### src/hw/rtl/glyph_bitmap_similarity_matcher_unit_macros.svh
// Assertion helpers; compiled out when SYNTH is defined.
`ifndef GLYPH_BITMAP_SIMILARITY_MATCHER_UNIT_MACROS_SVH
`define GLYPH_BITMAP_SIMILARITY_MATCHER_UNIT_MACROS_SVH

`ifndef SYNTH
`define GBSM_ASSERT_IMP(lbl, ante, cons) \
    lbl: assert property (@(posedge clk) disable iff (!rst_n) (ante) |-> (cons)) \
        else $error("gbsm: same-cycle check failed");
`define GBSM_ASSERT_NEXT(lbl, ante, cons) \
    lbl: assert property (@(posedge clk) disable iff (!rst_n) (ante) |=> (cons)) \
        else $error("gbsm: next-cycle check failed");
`else
`define GBSM_ASSERT_IMP(lbl, ante, cons)
`define GBSM_ASSERT_NEXT(lbl, ante, cons)
`endif

`endif

### src/hw/rtl/gbsm_pkg.sv
package gbsm_pkg;

    localparam int CNT_W   = 12;
    localparam int SCORE_W = 17;
    localparam int CODE_W  = 21;
    localparam int DEN_W   = 24;

    localparam logic [CNT_W-1:0]   COUNT_MAX    = 12'hFFF;
    localparam logic [SCORE_W-1:0] ONE_Q16      = 17'd65536;
    localparam logic [SCORE_W-1:0] THRESH_RESET = 17'd52429;

    typedef struct packed {
        logic [7:0]        ref_byte;
        logic [7:0]        glyph_byte;
        logic [CODE_W-1:0] glyph_code;
        logic              glyph_end;
        logic              list_end;
    } in_word_t;

    typedef struct packed {
        logic [SCORE_W-1:0] glyph_score;
        logic [CODE_W-1:0]  best_code;
        logic [SCORE_W-1:0] best_score;
        logic               search_done;
    } out_word_t;

    // one finished glyph, handed from the counting front to the scoring back
    typedef struct packed {
        logic [CNT_W-1:0]  union_cnt;
        logic [CNT_W-1:0]  overlap_cnt;
        logic [CNT_W-1:0]  noise_cnt;
        logic [CODE_W-1:0] code;
        logic              list_end;
    } job_t;

    function automatic logic [3:0] popcount8(input logic [7:0] v);
        logic [3:0] n;
        n = '0;
        for (int i = 0; i < 8; i++)
        begin
            n = n + {3'b000, v[i]};
        end
        return n;
    endfunction

    function automatic logic [CNT_W-1:0] sat_add(input logic [CNT_W-1:0] acc,
                                                 input logic [3:0] inc);
        logic [CNT_W:0] s;
        s = {1'b0, acc} + {{(CNT_W-3){1'b0}}, inc};
        return s[CNT_W] ? COUNT_MAX : s[CNT_W-1:0];
    endfunction

endpackage

### src/hw/rtl/gbsm_front.sv
module gbsm_front (
    input  logic              clk,
    input  logic              rst_n,
    input  logic              in_valid,
    output logic              in_stall,
    input  gbsm_pkg::in_word_t in_word,
    input  logic              q_full,
    output logic              push,
    output gbsm_pkg::job_t    job
);

    logic [gbsm_pkg::CNT_W-1:0] union_reg, overlap_reg, noise_reg;
    logic [gbsm_pkg::CNT_W-1:0] union_next, overlap_next, noise_next;
    logic accept;

    assign in_stall = q_full;
    assign accept   = in_valid && !in_stall;

    always_comb
    begin
        union_next   = gbsm_pkg::sat_add(union_reg,
                           gbsm_pkg::popcount8(in_word.ref_byte | in_word.glyph_byte));
        overlap_next = gbsm_pkg::sat_add(overlap_reg,
                           gbsm_pkg::popcount8(in_word.ref_byte & in_word.glyph_byte));
        noise_next   = gbsm_pkg::sat_add(noise_reg,
                           gbsm_pkg::popcount8(in_word.glyph_byte & ~in_word.ref_byte));
    end

    // bytes of a settled list are counted too; the back drops those glyphs
    assign push            = accept && in_word.glyph_end;
    assign job.union_cnt   = union_next;
    assign job.overlap_cnt = overlap_next;
    assign job.noise_cnt   = noise_next;
    assign job.code        = in_word.glyph_code;
    assign job.list_end    = in_word.list_end;

    always_ff @(posedge clk or negedge rst_n)
    begin
        if (!rst_n)
        begin
            union_reg   <= '0;
            overlap_reg <= '0;
            noise_reg   <= '0;
        end
        else if (accept)
        begin
            if (in_word.glyph_end)
            begin
                union_reg   <= '0;
                overlap_reg <= '0;
                noise_reg   <= '0;
            end
            else
            begin
                union_reg   <= union_next;
                overlap_reg <= overlap_next;
                noise_reg   <= noise_next;
            end
        end
    end

endmodule

### src/hw/rtl/gbsm_queue.sv
`include "glyph_bitmap_similarity_matcher_unit_macros.svh"

module gbsm_queue #(
    parameter int DEPTH = 4
) (
    input  logic           clk,
    input  logic           rst_n,
    input  logic           push,
    input  gbsm_pkg::job_t push_job,
    input  logic           pop,
    output gbsm_pkg::job_t head_job,
    output logic           empty,
    output logic           full
);

    localparam int PTR_W = (DEPTH > 1) ? $clog2(DEPTH) : 1;
    localparam int CNT_W = $clog2(DEPTH + 1);
    localparam logic [PTR_W-1:0] LAST_PTR = PTR_W'(DEPTH - 1);
    localparam logic [CNT_W-1:0] FULL_CNT = CNT_W'(DEPTH);

    gbsm_pkg::job_t   mem [DEPTH];
    logic [PTR_W-1:0] wr_ptr_reg, rd_ptr_reg;
    logic [CNT_W-1:0] count_reg;

    assign head_job = mem[rd_ptr_reg];
    assign empty    = (count_reg == '0);
    assign full     = (count_reg == FULL_CNT);

    always_ff @(posedge clk)
    begin
        if (push)
        begin
            mem[wr_ptr_reg] <= push_job;
        end
    end

    always_ff @(posedge clk or negedge rst_n)
    begin
        if (!rst_n)
        begin
            wr_ptr_reg <= '0;
            rd_ptr_reg <= '0;
            count_reg  <= '0;
        end
        else
        begin
            if (push)
            begin
                wr_ptr_reg <= (wr_ptr_reg == LAST_PTR) ? '0 : wr_ptr_reg + 1'b1;
            end
            if (pop)
            begin
                rd_ptr_reg <= (rd_ptr_reg == LAST_PTR) ? '0 : rd_ptr_reg + 1'b1;
            end
            if (push && !pop)
            begin
                count_reg <= count_reg + 1'b1;
            end
            else if (pop && !push)
            begin
                count_reg <= count_reg - 1'b1;
            end
        end
    end

    `GBSM_ASSERT_IMP(a_no_overflow, push && !pop, count_reg != FULL_CNT)
    `GBSM_ASSERT_IMP(a_no_underflow, pop, count_reg != '0)
    `GBSM_ASSERT_NEXT(a_count_up, push && !pop, count_reg == $past(count_reg) + 1'b1)

endmodule

### src/hw/rtl/gbsm_back.sv
`include "glyph_bitmap_similarity_matcher_unit_macros.svh"

module gbsm_back (
    input  logic                              clk,
    input  logic                              rst_n,
    input  logic                              cfg_we,
    input  logic [gbsm_pkg::SCORE_W-1:0]      cfg_wdata,
    input  gbsm_pkg::job_t                    head_job,
    input  logic                              q_empty,
    output logic                              pop,
    output logic                              out_valid,
    input  logic                              out_stall,
    output gbsm_pkg::out_word_t               out_word
);

    typedef enum logic [1:0] {
        ST_IDLE,
        ST_MUL,
        ST_DIV,
        ST_FIN
    } state_t;

    localparam int STEP_W = $clog2(gbsm_pkg::SCORE_W);
    localparam logic [STEP_W-1:0] LAST_STEP = STEP_W'(gbsm_pkg::SCORE_W - 1);

    state_t                          state_reg;
    gbsm_pkg::job_t                  job_reg;
    logic [gbsm_pkg::DEN_W-1:0]      den_reg, rem_reg;
    logic [gbsm_pkg::SCORE_W-1:0]    quo_reg;
    logic [STEP_W-1:0]               step_reg;
    logic [gbsm_pkg::SCORE_W-1:0]    thr_reg, best_sim_reg;
    logic [gbsm_pkg::CODE_W-1:0]     best_code_reg;
    logic                            settled_reg;
    logic                            out_valid_reg;
    gbsm_pkg::out_word_t             out_reg;

    logic [gbsm_pkg::DEN_W:0]        shifted;
    logic                            ge;
    logic [gbsm_pkg::DEN_W-1:0]      rem_next;
    logic [gbsm_pkg::DEN_W-1:0]      den_next;
    logic                            upd, settled_next, load_out;
    logic [gbsm_pkg::SCORE_W-1:0]    best_sim_next;
    logic [gbsm_pkg::CODE_W-1:0]     best_code_next;

    assign pop       = (state_reg == ST_IDLE) && !q_empty;
    assign out_valid = out_valid_reg;
    assign out_word  = out_reg;
    assign load_out  = (state_reg == ST_FIN) && (!out_valid_reg || !out_stall);

    // restoring divider, one quotient bit per cycle
    always_comb
    begin
        shifted  = {rem_reg, quo_reg[gbsm_pkg::SCORE_W-1]};
        ge       = (shifted >= {1'b0, den_reg});
        rem_next = ge ? gbsm_pkg::DEN_W'(shifted - {1'b0, den_reg})
                      : shifted[gbsm_pkg::DEN_W-1:0];
    end

    always_comb
    begin
        den_next = {{(gbsm_pkg::DEN_W-gbsm_pkg::CNT_W){1'b0}}, job_reg.union_cnt}
                 + (gbsm_pkg::DEN_W'(job_reg.noise_cnt) * gbsm_pkg::DEN_W'(job_reg.noise_cnt));
    end

    always_comb
    begin
        upd            = (quo_reg >= best_sim_reg);
        best_sim_next  = upd ? quo_reg : best_sim_reg;
        best_code_next = upd ? job_reg.code : best_code_reg;
        settled_next   = settled_reg || (upd && (quo_reg >= thr_reg));
    end

    always_ff @(posedge clk or negedge rst_n)
    begin
        if (!rst_n)
        begin
            state_reg     <= ST_IDLE;
            thr_reg       <= gbsm_pkg::THRESH_RESET;
            best_sim_reg  <= '0;
            best_code_reg <= '0;
            settled_reg   <= 1'b0;
            out_valid_reg <= 1'b0;
        end
        else
        begin
            if (cfg_we)
            begin
                thr_reg <= cfg_wdata;
            end
            if (out_valid_reg && !out_stall && !load_out)
            begin
                out_valid_reg <= 1'b0;
            end

            unique case (state_reg)
                ST_IDLE:
                begin
                    if (!q_empty)
                    begin
                        if (settled_reg)
                        begin
                            // settled list: drop the glyph, reset on list end
                            if (head_job.list_end)
                            begin
                                best_sim_reg  <= '0;
                                best_code_reg <= '0;
                                settled_reg   <= 1'b0;
                            end
                        end
                        else if (head_job.union_cnt == '0)
                        begin
                            state_reg <= ST_FIN;
                        end
                        else
                        begin
                            state_reg <= ST_MUL;
                        end
                    end
                end
                ST_MUL:
                begin
                    state_reg <= ST_DIV;
                end
                ST_DIV:
                begin
                    if (step_reg == LAST_STEP)
                    begin
                        state_reg <= ST_FIN;
                    end
                end
                ST_FIN:
                begin
                    if (load_out)
                    begin
                        out_valid_reg <= 1'b1;
                        state_reg     <= ST_IDLE;
                        if (job_reg.list_end)
                        begin
                            best_sim_reg  <= '0;
                            best_code_reg <= '0;
                            settled_reg   <= 1'b0;
                        end
                        else
                        begin
                            best_sim_reg  <= best_sim_next;
                            best_code_reg <= best_code_next;
                            settled_reg   <= settled_next;
                        end
                    end
                end
                default:
                begin
                    state_reg <= ST_IDLE;
                end
            endcase
        end
    end

    // datapath, no reset needed
    always_ff @(posedge clk)
    begin
        unique case (state_reg)
            ST_IDLE:
            begin
                if (pop)
                begin
                    job_reg <= head_job;
                    quo_reg <= gbsm_pkg::ONE_Q16;
                end
            end
            ST_MUL:
            begin
                den_reg  <= den_next;
                // quotient fits 17 bits, so the top 11 dividend bits seed the remainder
                rem_reg  <= gbsm_pkg::DEN_W'(job_reg.overlap_cnt[gbsm_pkg::CNT_W-1:1]);
                quo_reg  <= {job_reg.overlap_cnt[0], 16'h0000};
                step_reg <= '0;
            end
            ST_DIV:
            begin
                rem_reg  <= rem_next;
                quo_reg  <= {quo_reg[gbsm_pkg::SCORE_W-2:0], ge};
                step_reg <= step_reg + 1'b1;
            end
            ST_FIN:
            begin
                if (load_out)
                begin
                    out_reg.glyph_score <= quo_reg;
                    out_reg.best_code   <= best_code_next;
                    out_reg.best_score  <= best_sim_next;
                    out_reg.search_done <= settled_next || job_reg.list_end;
                end
            end
            default:
            begin
                job_reg <= job_reg;
            end
        endcase
    end

    `GBSM_ASSERT_IMP(a_rem_below_den, state_reg == ST_DIV, rem_reg < den_reg)
    `GBSM_ASSERT_IMP(a_best_covers_score, out_valid_reg, out_reg.best_score >= out_reg.glyph_score)
    `GBSM_ASSERT_NEXT(a_list_cleared, load_out && job_reg.list_end, !settled_reg && best_sim_reg == '0)

endmodule

### src/hw/rtl/glyph_bitmap_similarity_matcher_unit.sv
// Takes one byte pair word per cycle unless the queue is full; a queue of QUEUE_DEPTH finished
// glyphs sits before scoring. Scoring a glyph steps through pop, 12x12 square, 17-step divider
// and result, or pop and result only when the union is empty; the serial divider sets glyph
// throughput and the scorer takes one glyph at a time, so input stalls once the queue fills.
// Glyphs of a settled list are dropped without scoring.
// rst_n clears counts, best score, settled flag and queue; threshold resets to 52429.
module glyph_bitmap_similarity_matcher_unit #(
    parameter int QUEUE_DEPTH = 4
) (
    input  logic                          clk,
    input  logic                          rst_n,
    input  logic                          in_valid,
    output logic                          in_stall,
    input  gbsm_pkg::in_word_t            in_word,
    output logic                          out_valid,
    input  logic                          out_stall,
    output gbsm_pkg::out_word_t           out_word,
    input  logic                          cfg_we,
    input  logic [gbsm_pkg::SCORE_W-1:0]  cfg_wdata
);

    logic           push, pop, q_full, q_empty;
    gbsm_pkg::job_t push_job, head_job;

    gbsm_front u_front (
        .clk      (clk),
        .rst_n    (rst_n),
        .in_valid (in_valid),
        .in_stall (in_stall),
        .in_word  (in_word),
        .q_full   (q_full),
        .push     (push),
        .job      (push_job)
    );

    gbsm_queue #(
        .DEPTH (QUEUE_DEPTH)
    ) u_queue (
        .clk      (clk),
        .rst_n    (rst_n),
        .push     (push),
        .push_job (push_job),
        .pop      (pop),
        .head_job (head_job),
        .empty    (q_empty),
        .full     (q_full)
    );

    gbsm_back u_back (
        .clk       (clk),
        .rst_n     (rst_n),
        .cfg_we    (cfg_we),
        .cfg_wdata (cfg_wdata),
        .head_job  (head_job),
        .q_empty   (q_empty),
        .pop       (pop),
        .out_valid (out_valid),
        .out_stall (out_stall),
        .out_word  (out_word)
    );

endmodule

### config.mk
export PLATFORM = sky130hd
export DESIGN_NAME = glyph_bitmap_similarity_matcher_unit
export DESIGN_NICKNAME = d
export VERILOG_FILES = /design/src/hw/rtl/gbsm_pkg.sv /design/src/hw/rtl/gbsm_front.sv /design/src/hw/rtl/gbsm_queue.sv /design/src/hw/rtl/gbsm_back.sv /design/src/hw/rtl/glyph_bitmap_similarity_matcher_unit.sv
export VERILOG_INCLUDE_DIRS = /design/src /design/src/hw/rtl
export SDC_FILE = /design/constraint.sdc
export NUM_CORES = 1
export LEC_CHECK = 0
export BUFFER_PORTS_ARGS = -buffer_cell sky130_fd_sc_hd__buf_4
export CORE_MARGIN = 5
export CORE_UTILIZATION = 45
export CTS_BUF_LIST = sky130_fd_sc_hd__clkbuf_8
export DETAILED_ROUTE_END_ITERATION = 10
export PLACE_DENSITY = 0.6
export RECOVER_POWER = 50
export SLEW_MARGIN = 5
export SYNTH_ARGS = -nofsm -noshare
export SYNTH_HDL_FRONTEND = slang
export SYNTH_HIERARCHICAL = 1
export SYNTH_SLANG_ARGS = --single-unit
export TNS_END_PERCENT = 1
### constraint.sdc
create_clock -name clk -period 7.8 [get_ports clk]
set_clock_uncertainty 0.2 [all_clocks]
set_input_delay 1.56 -clock clk [delete_from_list [all_inputs] [get_ports clk]]
set_output_delay 1.56 -clock clk [all_outputs]
set_load 0.05 [all_outputs]
## Word-level counts from Yosys, hierarchy flattened

Memories as Yosys holds them, arrays and structs flattened.
Cells that the tools add are included.

| word-level totals | value |
|---|---|
| RAM bits | 232 |
| memories kept | 1 |
| bits of input ports | 61 |
| register bits | 286 |

Memory list:

| name | depth | bits a word | rd ports | clocked after Yosys merged registers in | wr ports | RTL line | text |
|---|---|---|---|---|---|---|---|
| u_queue.mem | 4 | 58 | 1 | 0 | 1 | gbsm_queue.sv:21 | `gbsm_pkg::job_t mem [DEPTH];` |

| cells by class | value |
|---|---|
| bitwise operators | 4 |
| $mul | 1 |
| muxes and demuxes | 46 |
| $add $sub $neg | 31 |
| reductions and logical operators | 32 |
| equal/unequal tests | 14 |
| magnitude comparators | 3 |

Operators with widths:

| cell | count |
|---|---|
| $mux W21 | 6 |
| $mux W17 | 7 |
| $add A4 B1 Y4 | 18 |
| $mux W12 | 6 |
| $pmux W17 S3 | 1 |
| $pmux W24 S2 | 1 |
| $pmux W21 S2 | 1 |
| $add A12 B4 Y13 | 3 |
| $ge A17 B17 Y1 | 2 |
| $pmux W17 S2 | 1 |
| $ge A25 B24 Y1 | 1 |
| $add A12 B24 Y24 | 1 |
| $mul A12 B12 Y24 | 1 |
| $mux W24 | 1 |
| $sub A24 B24 Y24 | 1 |
| $and A8 B8 Y8 | 2 |
| $mux W2 | 7 |
| $logic_not A12 Y1 | 1 |
| $mux W1 | 10 |
| $pmux W5 S2 | 1 |
| $logic_and A1 B1 Y1 | 9 |
| $eq A2 B2 Y1 const B | 4 |
| $ne A2 B1 Y1 const B | 4 |
| $not A8 Y8 | 1 |
| other kinds (23) | 41 |

## Longest topological paths before layout

| logic depth | value |
|---|---|
| depth in word-level cells | 12 |
| mapped depth | 23 |
| gate-level depth less buffers | 22 |

## Cells and area by module

Netlist, hierarchy kept.

By module, submodules not included:

| module | instances | cells an instance | area an instance (um^2) | sequential area each (um^2) |
|---|---|---|---|---|
| gbsm_back | 1 | 1379 | 15413.5 | 7013.0 |
| gbsm_queue | 1 | 341 | 8856.0 | 7141.8 |
| gbsm_front | 1 | 372 | 3299.4 | 900.9 |

## Worst setup path before layout

Ideal clock, no wire load.

| timing path | value |
|---|---|
| path type | input-to-reg |
| start point | in out_stall |
| end point | reg u_back.out_reg (netlist bit u_back/out_word[0]) (enable) |
| library setup time | 555 ps |
| setup slack | 1389 ps |
| required time | 7045 ps |
| stages on the path | 1 |
| data arrival time | 5656 ps |
| path buffers | 0 |
| cells stage by stage | a21boi_0 |

| between the ends | value |
|---|---|
| longest elaborated chain between the ends | 4 |

Ends and longest elaborated chain:

| what | RTL line | text |
|---|---|---|
| start, declared | glyph_bitmap_similarity_matcher_unit.sv:16 | `input logic out_stall,` |
| $logic_not A1 Y1 | gbsm_back.sv:48 | `assign load_out = (state_reg == ST_FIN) && (!out_valid_reg \|\| !out_stall);` |
| $logic_or A1 B1 Y1 | gbsm_back.sv:48 |  |
| $logic_and A1 B1 Y1 | gbsm_back.sv:48 |  |
| $reduce_and A2 Y1 (no source line) | -- |  |
| end, declared | gbsm_back.sv:35 | `gbsm_pkg::out_word_t out_reg;` |

No other way between the ends.
A chain may end at the register's enable or synchronous reset.

## Worst setup path after layout

| timing path | value |
|---|---|
| start point | reg u_back/job_reg[28] (netlist name) |
| end point | reg u_back/den_reg[20] (netlist name), data pin |

| between the ends | value |
|---|---|
| longest elaborated chain between the ends | 2 |

Ends and longest elaborated chain:

| what | RTL line | text |
|---|---|---|
| start, declared | gbsm_back.sv:27 | `gbsm_pkg::job_t job_reg;` |
| start signal, assigned | gbsm_back.sv:167 | `job_reg <= head_job;` |
| start signal, assigned | gbsm_back.sv:197 | `job_reg <= job_reg;` |
| $mul A12 B12 Y24 | gbsm_back.sv:62 | `+ (gbsm_pkg::DEN_W'(job_reg.noise_cnt) * gbsm_pkg::DEN_W'(job_reg.noise_cnt));` |
| $add A12 B24 Y24 | gbsm_back.sv:62 |  |
| via u_back.den_next (one bit) | gbsm_back.sv:40 | `logic [gbsm_pkg::DEN_W-1:0] den_next;` |
| end signal, assigned | gbsm_back.sv:173 | `den_reg <= den_next;` |
| end, declared | gbsm_back.sv:28 | `logic [gbsm_pkg::DEN_W-1:0] den_reg, rem_reg;` |

The timed path passes the listed nets, and every way through them passes these cells.

==> summary.md <==
| Metric | Value |
|---|---|
| Largest net degree at the start of global routing | 61 |
| Global-route usage over all layers | 17.15% |
| Average routed wire per standard cell | approximately 18 microns |
| Vias post-DR | 16170 |
| Area growth, synth to finish | 10.42% |
| Number of hold-repair buffers added at the cts stage | 0 |
| Post-synthesis sequential element count | between 500 and 600 |
| Resized cells post-CTS | 0 |
| Post-synth EDFFs | ~420 |
| PortBufs | 118 |
| Number of core rows | 90 |
| Worst EP arrival | 6.42 ns |
| Dominant register cell in the synthesized netlist | sky130_fd_sc_hd__edfxtp_1 |
| Worst setup startpoint | u_back/job_reg[28]$_DFFE_PP_ |
| Clk Latency, worst-skew pair | 0.67 ns |
| Unrepaired setup endpoints after global routing | false |
| Global-route wire length before repair | 91.84 mm |
| Maximum clock path buffer count | 3 |
| Adder-cell area share of the yosys netlist | 14.73% |
| Critical R2R Launch | u_back/job_reg[28]$_DFFE_PP_ |
| Worst setup path category | reg -> reg |
| Minimum period implied by the final worst setup slack | 6.238 ns |
| Initial cell density of the core | 45.59% |
| Total number of H-tree levels | 3 |
| Largest area contributor in the netlist | sky130_fd_sc_hd__edfxtp_1 |
| Min-delay src | u_queue/count_reg[2]$_DFFE_PN0P_ |
| Share of synthesized flip-flops with an asynchronous set or reset | 19.69% |
| Most common cell after layout, fill and taps aside | sky130_fd_sc_hd__edfxtp_1 |
| Number of global-route vias before repair | between 15000 and 20000 |
| Net count reported at finish | 2536 |
| Top library cells by usage in the layout, fill and taps aside | sky130_fd_sc_hd__edfxtp_1, sky130_fd_sc_hd__inv_1, sky130_fd_sc_hd__ha_1 |
| CTS clock-pin slew for the worst setup and hold paths | 0.06 ns |
| Post-route insts no fill | a little over 3000 |
| Warnings, synthesis | 6 |
| Initial antenna violation count | 2 |
| Vertical die dimension | 257.5 microns |
| Number of instances in the placed design | 2908 |
| Critical path data required time | 7.98 ns |
| Max-slew violations | slightly below 400 |
| Max-cap violation count | 10 |
| TritonCTS clock tree | done |
| Startpoint type of the worst setup path | flop |
| Post-route core utilization | 50.34% |
| Mapped Area | 0.02757 sq mm |
| Placed wire-length estimate | 38.62 mm |
| Final GP Congestion | about 0.84 |
| Wire length reported by the detailed router | 56.02 mm |
| Per-cell via count in the routed design | 5.265 |
| Post-synth top area share | 45.31% |
| Number of ports placed on the die boundary | 119 |
| Number of distinct library cells after synthesis | between 80 and 90 |
| Worst Path Max Fanout | 11 |
| Gate count after technology mapping | 2092 |
| Final setup violating endpoints | 0 |
| Sequential element share of the synthesized area | a little over half |
| Run status | complete, but fails checks |
| Net count after synthesis | roughly 2400 |
| Layout cell share with drive strength beyond 1 | 14.07% |
| Compound-gate portion of the synthesized area | about 8.4% |
| Endpoints failing hold | 0 |
| Violated checks | capacitance limit, slew limit |
| Fmax | 0.1603 GHz |
| Core Box Area | 0.06047 sq mm |
| Fraction of synthesized area in multiplexers | 6.585% |
| GR Overflow Total | 0 |
| Final total negative setup slack | 0 ns |
| DR DRC count | 0 |
| Root buffer cell | sky130_fd_sc_hd__clkbuf_8 |
| XOR/XNOR Fraction of Synth Area | 1.874% |
| Pin slew with the least headroom to its limit | 3.318 ns |
| Die Span X | 257.5 microns |
| Number of buffers created by CTS | 86 |
| Pre-antenna DRT Iters | 5 |
| # fillers | 5249 |
| Dominant cells by area after synthesis | sky130_fd_sc_hd__edfxtp_1, sky130_fd_sc_hd__dfrtp_1, sky130_fd_sc_hd__fa_1 |
| Die area | 0.06631 sq mm |
| Postcts setup bufs | 0 |
| Main combinational cell family by area after synthesis | adder cells |
| Max reg flops | 232 |
| ANT nets after route | 0 |
| Mean instance size in the synthesized netlist | 13.18 sq um |
| Number of DRC markers after the initial detailed-route iteration | approximately 860 |
| Relative slew margins | -121.2% |
| Number of clock sinks | 518 |
| Worst hold-check slack | 0.2889 ns |
| Hold Crit Class | reg -> reg |
| Worst setup EP type | flop |
| Synthesized-area fraction occupied by and/or/nand/nor cells | 7.974% |
| Post-route fraction of the period consumed by the critical path | 79.97% |
[critical path, stage by stage, from the launching register on]
cell and delay [ns]:
sky130_fd_sc_hd__edfxtp_1 0.55, sky130_fd_sc_hd__and2_1 0.25, sky130_fd_sc_hd__fa_1 0.54, sky130_fd_sc_hd__inv_1 0.06, sky130_fd_sc_hd__fa_1 0.52, sky130_fd_sc_hd__inv_1 0.06, sky130_fd_sc_hd__fa_1 0.50, sky130_fd_sc_hd__inv_1 0.05
sky130_fd_sc_hd__fa_1 0.46, sky130_fd_sc_hd__fa_1 0.54, sky130_fd_sc_hd__inv_1 0.04, sky130_fd_sc_hd__ha_1 0.23, sky130_fd_sc_hd__or3_1 0.38, sky130_fd_sc_hd__o221a_2 0.31, sky130_fd_sc_hd__a41oi_2 0.23, sky130_fd_sc_hd__a31oi_1 0.16
sky130_fd_sc_hd__a221o_2 0.40, sky130_fd_sc_hd__a21o_2 0.22, sky130_fd_sc_hd__a21oi_1 0.18, sky130_fd_sc_hd__xnor2_1 0.10
[per-stage QoR]
step	cell area (sq um)	setup WS, ns
3_3_place_gp	28980	1.600
3_5_place_dp	28980	1.566
2_1_floorplan	27570	1.389
5_1_grt	30440	1.223
6_report	30440	1.562
4_1_cts	30720	1.541
[path summary, 6_finish.rpt]
check / end / slack (ns) / depth (start not counted)
max: u_back/den_reg[20]$_DFFE_PP_ / 1.56 / 19
max reg2reg: u_back/den_reg[20]$_DFFE_PP_ / 1.56 / 19
min: u_queue/count_reg[2]$_DFFE_PN0P_ / 0.29 / 1
max in group asynchronous: u_front/union_reg[5]$_DFFE_PN0P_ / 2.85 / 2
min reg2reg: u_queue/count_reg[2]$_DFFE_PN0P_ / 0.29 / 1
min in group asynchronous: u_back/thr_reg[1]$_DFFE_PN0P_ / 1.71 / 1
[cell type report]
cell class / count / area (sq um) / area share (%)
repair buffers: 135 / 759.5 / 2.495
inverters: 260 / 975.9 / 3.206
flip-flops and latches: 518 / 15060 / 49.46
diodes: 2 / 5.005 / 0.01644
well taps: 782 / 978.4 / 3.214
clock buffers: 97 / 1335 / 4.386
clock inverters: 65 / 402.9 / 1.324
multi-input cells: 1213 / 10930 / 35.90
[Yosys cell counts (11+ instances only)]
cell                       instances
sky130_fd_sc_hd__mux4_2           58
sky130_fd_sc_hd__nand2b_1         13
sky130_fd_sc_hd__a21oi_1          77
sky130_fd_sc_hd__nand2_1         140
sky130_fd_sc_hd__ha_1            155
sky130_fd_sc_hd__nand3_1          35
sky130_fd_sc_hd__fa_1            106
sky130_fd_sc_hd__dfrtp_1          93
sky130_fd_sc_hd__mux2_2           31
sky130_fd_sc_hd__o21a_1           18
sky130_fd_sc_hd__buf_2            11
sky130_fd_sc_hd__inv_1           258
sky130_fd_sc_hd__edfxtp_1        416
sky130_fd_sc_hd__a211oi_1         11
sky130_fd_sc_hd__or2_2            12
sky130_fd_sc_hd__xnor2_1          38
sky130_fd_sc_hd__nor2b_1          23
sky130_fd_sc_hd__a22o_1           49
sky130_fd_sc_hd__a31oi_1          17
sky130_fd_sc_hd__xor2_1           21
sky130_fd_sc_hd__o21ai_0          73
sky130_fd_sc_hd__nor2_1           79
sky130_fd_sc_hd__buf_4            27
sky130_fd_sc_hd__clkbuf_1         51
sky130_fd_sc_hd__and2_1           60
sky130_fd_sc_hd__a21o_1           24
sky130_fd_sc_hd__nor3_1           29
sky130_fd_sc_hd__mux2i_1          16
[per-layer routing]
| metal | global-route usage, % | vias to the layer above | part of all wire (%) |
|---|---|---|---|
| met2 | 29.02 | 313 | 49 |
| met5 | 0 | - | 0 |
| li1 | - | 7705 | - |
| met3 | 2.667 | 68 | 4.3 |
| met4 | 4.761 | 0 | 1.8 |
| met1 | 23.29 | 8088 | 45 |
[kinds of logic (layout without fill, tap and decap cells)]
group | Yosys count | in the layout
DFF | 518 | 518
and+or+nand+nor | 444 | 444
buffers and inverters | 361 | 557
AOI/OAI and AO/OA | 344 | 344
adders and majority gates | 261 | 261
muxes | 105 | 105
xor gates and xnor gates | 59 | 59
other | 0 | 2
Power is left out: the tool's default activity adds up to more than one toggle a clock period on the data nets, which glitch-free logic cannot reach.
